`config.mk`:
```
export PLATFORM = sky130hd
export DESIGN_NAME = bmhpq_cell
export DESIGN_NICKNAME = d
export VERILOG_FILES = /design/src/hdl/bmhpq_pkg.sv /design/src/hdl/bmhpq_cell.sv
export SDC_FILE = /design/constraint.sdc
export NUM_CORES = 1
export LEC_CHECK = 0
export ABC_CLOCK_PERIOD_IN_PS = 8000
export BUFFER_PORTS_ARGS = -buffer_cell sky130_fd_sc_hd__buf_2
export CORE_MARGIN = 3
export CORE_UTILIZATION = 49
export DETAILED_ROUTE_END_ITERATION = 12
export HOLD_SLACK_MARGIN = 0.02
export PLACE_DENSITY = 0.9
export SLEW_MARGIN = 40
export SYNTH_ARGS = -nofsm -noshare
export SYNTH_HDL_FRONTEND = slang
export SYNTH_SLANG_ARGS = --single-unit
```
`constraint.sdc`:
```
create_clock -name clk -period 8 [get_ports clk]
set_input_delay 1.6 -clock clk [delete_from_list [all_inputs] [get_ports clk]]
set_output_delay 1.6 -clock clk [all_outputs]
set_load 0.01 [all_outputs]
```
`src/hdl/bmhpq_pkg.sv`:
```
`default_nettype none
// ----------------------------------------------------------------------------
// bmhpq_pkg
// Shared types and codes for the priority queue cell row.
// ----------------------------------------------------------------------------
package bmhpq_pkg;

	localparam int VAL_W = 32;
	localparam int OUT_CNT_W = 9;

	typedef enum logic {
		OP_INSERT = 1'b0,
		OP_POP    = 1'b1
	} op_t;

	// broadcast command to every cell
	typedef struct packed {
		logic                    ins;
		logic                    pop;
		logic signed [VAL_W-1:0] value;
	} cmd_t;

	// what a cell shows its neighbors
	typedef struct packed {
		logic signed [VAL_W-1:0] value;
		logic                    valid;
		logic                    gt;
	} link_t;

endpackage
`default_nettype wire

```
`src/hdl/bmhpq_cell.sv`:
```
`default_nettype none
// ----------------------------------------------------------------------------
// bmhpq_cell
// One slot of the sorted row: holds a value, shifts right on insert, left on pop.
// ----------------------------------------------------------------------------
module bmhpq_cell (
	input  wire logic           clk,
	input  wire logic           arst_n,
	input  wire bmhpq_pkg::cmd_t  cmd,
	input  wire bmhpq_pkg::link_t left,
	input  wire bmhpq_pkg::link_t right,
	output bmhpq_pkg::link_t      link
);
	import bmhpq_pkg::*;

	logic signed [VAL_W-1:0] val_q;
	logic                    valid_q;
	logic                    gt;

	// new value belongs before this slot
	assign gt = !valid_q || (cmd.value > val_q);

	assign link.value = val_q;
	assign link.valid = valid_q;
	assign link.gt    = gt;

	always_ff @(posedge clk or negedge arst_n) begin
		if (!arst_n) begin
			valid_q <= 1'b0;
		end else if (cmd.pop) begin
			valid_q <= right.valid;
		end else if (cmd.ins && gt) begin
			valid_q <= left.gt ? left.valid : 1'b1;
		end
	end

	always_ff @(posedge clk) begin
		if (cmd.pop) begin
			val_q <= right.value;
		end else if (cmd.ins && gt) begin
			val_q <= left.gt ? left.value : cmd.value;
		end
	end

endmodule
`default_nettype wire

```
==> results.txt <==
First-pass GRT wire length: 10600 um
Ant diodes: 0
CTS tree: yes
Gpl congestion: 0.764
H-tree depth: 2
Area Overhead vs Synth: 31.5%
Worst setup path class: in -> out
Mapped Cells: 267
Vias per inst: 5.18
Mapped Avg Cell Area: 9.52 sq um
Post-route ant nets: 0
Initial antenna violation count: 0
Vias in the first global route: 2475
Skew-Pair Late Insertion Delay: 0.28 ns
Synth Register Bits: 33
Minimum clock period: 5.08 ns
Hold Path Depth: 4
Final net count: 534
Most numerous cell in the Yosys netlist: nand2_1
Number of flops mapped to enable cells by yosys: 32
Async S/R FF share, synth: 3.03%
Final hold violation count: 0
Reg-to-reg slack, setup: 5.35 ns
Max_cap viols: 0
I/O pins: 138
Dpl hpwl: 5050 um
Slowest Stage Delay on Critical Path: 0.51 ns
Sequential group share of total power: 44.3%
Worst-Margin Slew: 0.590 ns
Maximum clock rate: 197 MHz
Register area share after synthesis: 38.8%
Syn_nets: 403
Crit path launch type: primary input
WP data required: 6.40 ns
Setup TNS: 0 ns
Hold-fix buffers at CTS: 0
Crit-path most repeated cell: buf_2
Placed cells: 458
Worst setup EP type: output port
VDD IR max: 95.2 uV
DR DRC count: 0
Cell Int Power: 0.347 mW
Initial core utilization: 52.1%
Status: completed
Clock transition at path regs: 0.07 ns
Cell Rows: 25
Synth top cells by count: 38 x nand2_1, 35 x o21ai_0
Post-Place Setup Slack: 2.90 ns
Setup WS post-layout: 2.92 ns
Cell Pwr Density: 151 nW/um^2
RSZ-0062 raised after global routing: false
Period utilisation layout: 63.4%
Die width: 78.0 um
Worst path buffer plus inverter count: 2
Cts repair resizes: 0
Total GRT Usage: 21.3%
Root buf cell: clkbuf_8
Worst hold path type: reg -> reg
Maximum buffer depth of the clock tree: 2
Routed len/inst: 13.8 um
Pre-Repair DR Iteration Count: 4
Clock Sinks: 33
Min-delay src: valid_q
Post-synth top flop: edfxtp_1
Share of the synthesized area in the top cell type: 37.8%
Worst path slowest cell: nor4_1
Die area: 6090 sq um
Post-CTS Setup Bufs: 0
P_sw: 0.158 mW
Final Power: 0.505 mW
Ratio of cells with drive above 1 in the final layout: 37.1%
Crit-path max FO: 5
CTS Buf Count: 5
Leak Pwr: 1.74 nW
Clock share of power: 24.3%
Max-slew headroom: 60.7%
R2R cell count: 8
Crit-path cells: buf_2 > ha_1 > nand4_2 > nor4_1 > o31ai_1 > a31oi_1 > nand2b_1 > buf_2
Post-synth cell types: 31
Comb power frac: 31.4%
Drt first-iter violations: 69
Finished Layout Cells: 466
CP Data Arrival Time: 3.48 ns
Switch share: 31.3%
Die height: 78.0 um
Hold endpoint: valid_q
Post-synth top area cell: edfxtp_1
IO buf count: 136
Core Region: 4880 sq um
Max-slew violation count: 0
Reg2Reg Capture Point: val_q[21]
Yosys warns: 0
Setup violators final: 0
Reg2reg start: val_q[31]
Final WL: 6420 um
Largest delay share family, worst path: simple AND/OR/NAND/NOR gates
Top cells by area, synth: edfxtp_1 38%, ha_1 16%, mux2i_1 13%
Largest net degree at the start of global routing: 69
Gr ovfl total: 0
Netlist Area Pre-Place: 2540 sq um
Vias after detailed routing: 2412
Final Util: 68.5%
Clk_skew: 0.00599 ns
[logic make-up after synthesis]
group | count (synthesis) | synth area share [%]
AOI/OAI and AO/OA | 64 | 14.2
DFF | 33 | 38.8
and+or+nand+nor | 61 | 11.5
buffers and inverters | 45 | 7.09
adders and majority gates | 32 | 15.8
muxes | 32 | 12.6
[per-stage QoR]
step	hold slack (ns)	area, sq um
floorplan	0.667	2540
global placement	0.703	3250
detailed placement	0.726	3260
CTS	0.749	3340
global route	0.877	3340
finish	0.746	3340
[power groups by stage]
stage / logic, mW / clock network (mW) / registers, mW
after floorplan: 0.0835 / 0 / 0.237
after global placement: 0.153 / 0 / 0.226
after detailed placement: 0.159 / 0 / 0.228
after CTS: 0.160 / 0.127 / 0.224
after global routing: 0.180 / 0.134 / 0.227
final: 0.159 / 0.123 / 0.224
[registers in the layout, summed over array words and instances, names as in the netlist]
register,flops
valid_q,1
val_q,32
[cell usage in the layout, fill, tap and decap left out]
| cell | Yosys | final |
|---|---|---|
| buf_2 | 3 | 134 |
| nand2_1 | 38 | 38 |
| o21ai_0 | 35 | 35 |
| inv_1 | 32 | 32 |
| mux2i_1 | 32 | 32 |
| ha_1 | 32 | 32 |
| edfxtp_1 | 32 | 32 |
| a21oi_1 | 16 | 16 |
| nand4_1 | 7 | 7 |
| clkbuf_8 | 0 | 5 |
| nand3_1 | 4 | 4 |
| a21o_1 | 3 | 3 |
| buf_4 | 2 | 3 |
| nand4_2 | 2 | 2 |
| nor2_1 | 2 | 2 |
| o211ai_1 | 2 | 2 |
| nor4_1 | 2 | 2 |
| nand2b_1 | 2 | 2 |
| clkinv_2 | 0 | 2 |
| nor3_2 | 1 | 1 |
| a221o_1 | 1 | 1 |
| a211oi_2 | 1 | 1 |
| nor2b_1 | 1 | 1 |
| a2111oi_0 | 1 | 1 |
| o21a_1 | 1 | 1 |
| a211oi_1 | 1 | 1 |
| o31ai_1 | 1 | 1 |
| nor3_1 | 1 | 1 |
| a31oi_1 | 1 | 1 |
| a31o_1 | 1 | 1 |
| nor3b_1 | 1 | 1 |
| clkbuf_1 | 8 | 1 |
| dfrtp_1 | 1 | 1 |
[how the worst max path moves through the flow]
stage | endpoint | cells past startpoint | slack, ns | start
global placement | link[0] | 8 | 2.99 | cmd[31]
finish | link[0] | 8 | 2.92 | cmd[31]
detailed placement | link[0] | 8 | 2.90 | cmd[31]
global route | link[0] | 8 | 2.69 | cmd[31]
floorplan | link[0] | 8 | 3.32 | cmd[31]
CTS | link[0] | 8 | 2.90 | cmd[31]
[worst register-to-register path: stages, from the launching register on]
cell	delay (ns)
edfxtp_1	0.34
inv_1	0.05
ha_1	0.37
nand4_2	0.20
nor4_1	0.51
o31ai_1	0.18
nand4_1	0.12
a31o_1	0.14
buf_4	0.39
[layer usage]
layer / vias to the layer above / part of all wire, % / global-route usage, %
li1: 1220 / - / -
met1: 1080 / 38 / 23.7
met2: 104 / 51 / 39.6
met3: 8 / 9.0 / 6.31
met4: 0 / 1.0 / 4.90
met5: - / 0 / 0
[final cells by class]
class,instances,area [sq um]
repair buffers,137,693
inverters,32,120
clock buffers,6,72.6
multi-input cells,189,1380
clock inverters,2,10.0
flip-flops and latches,33,986
fillers,388,1540
well taps,67,83.8
No activity file was read; power rests on OpenSTA's default activity.
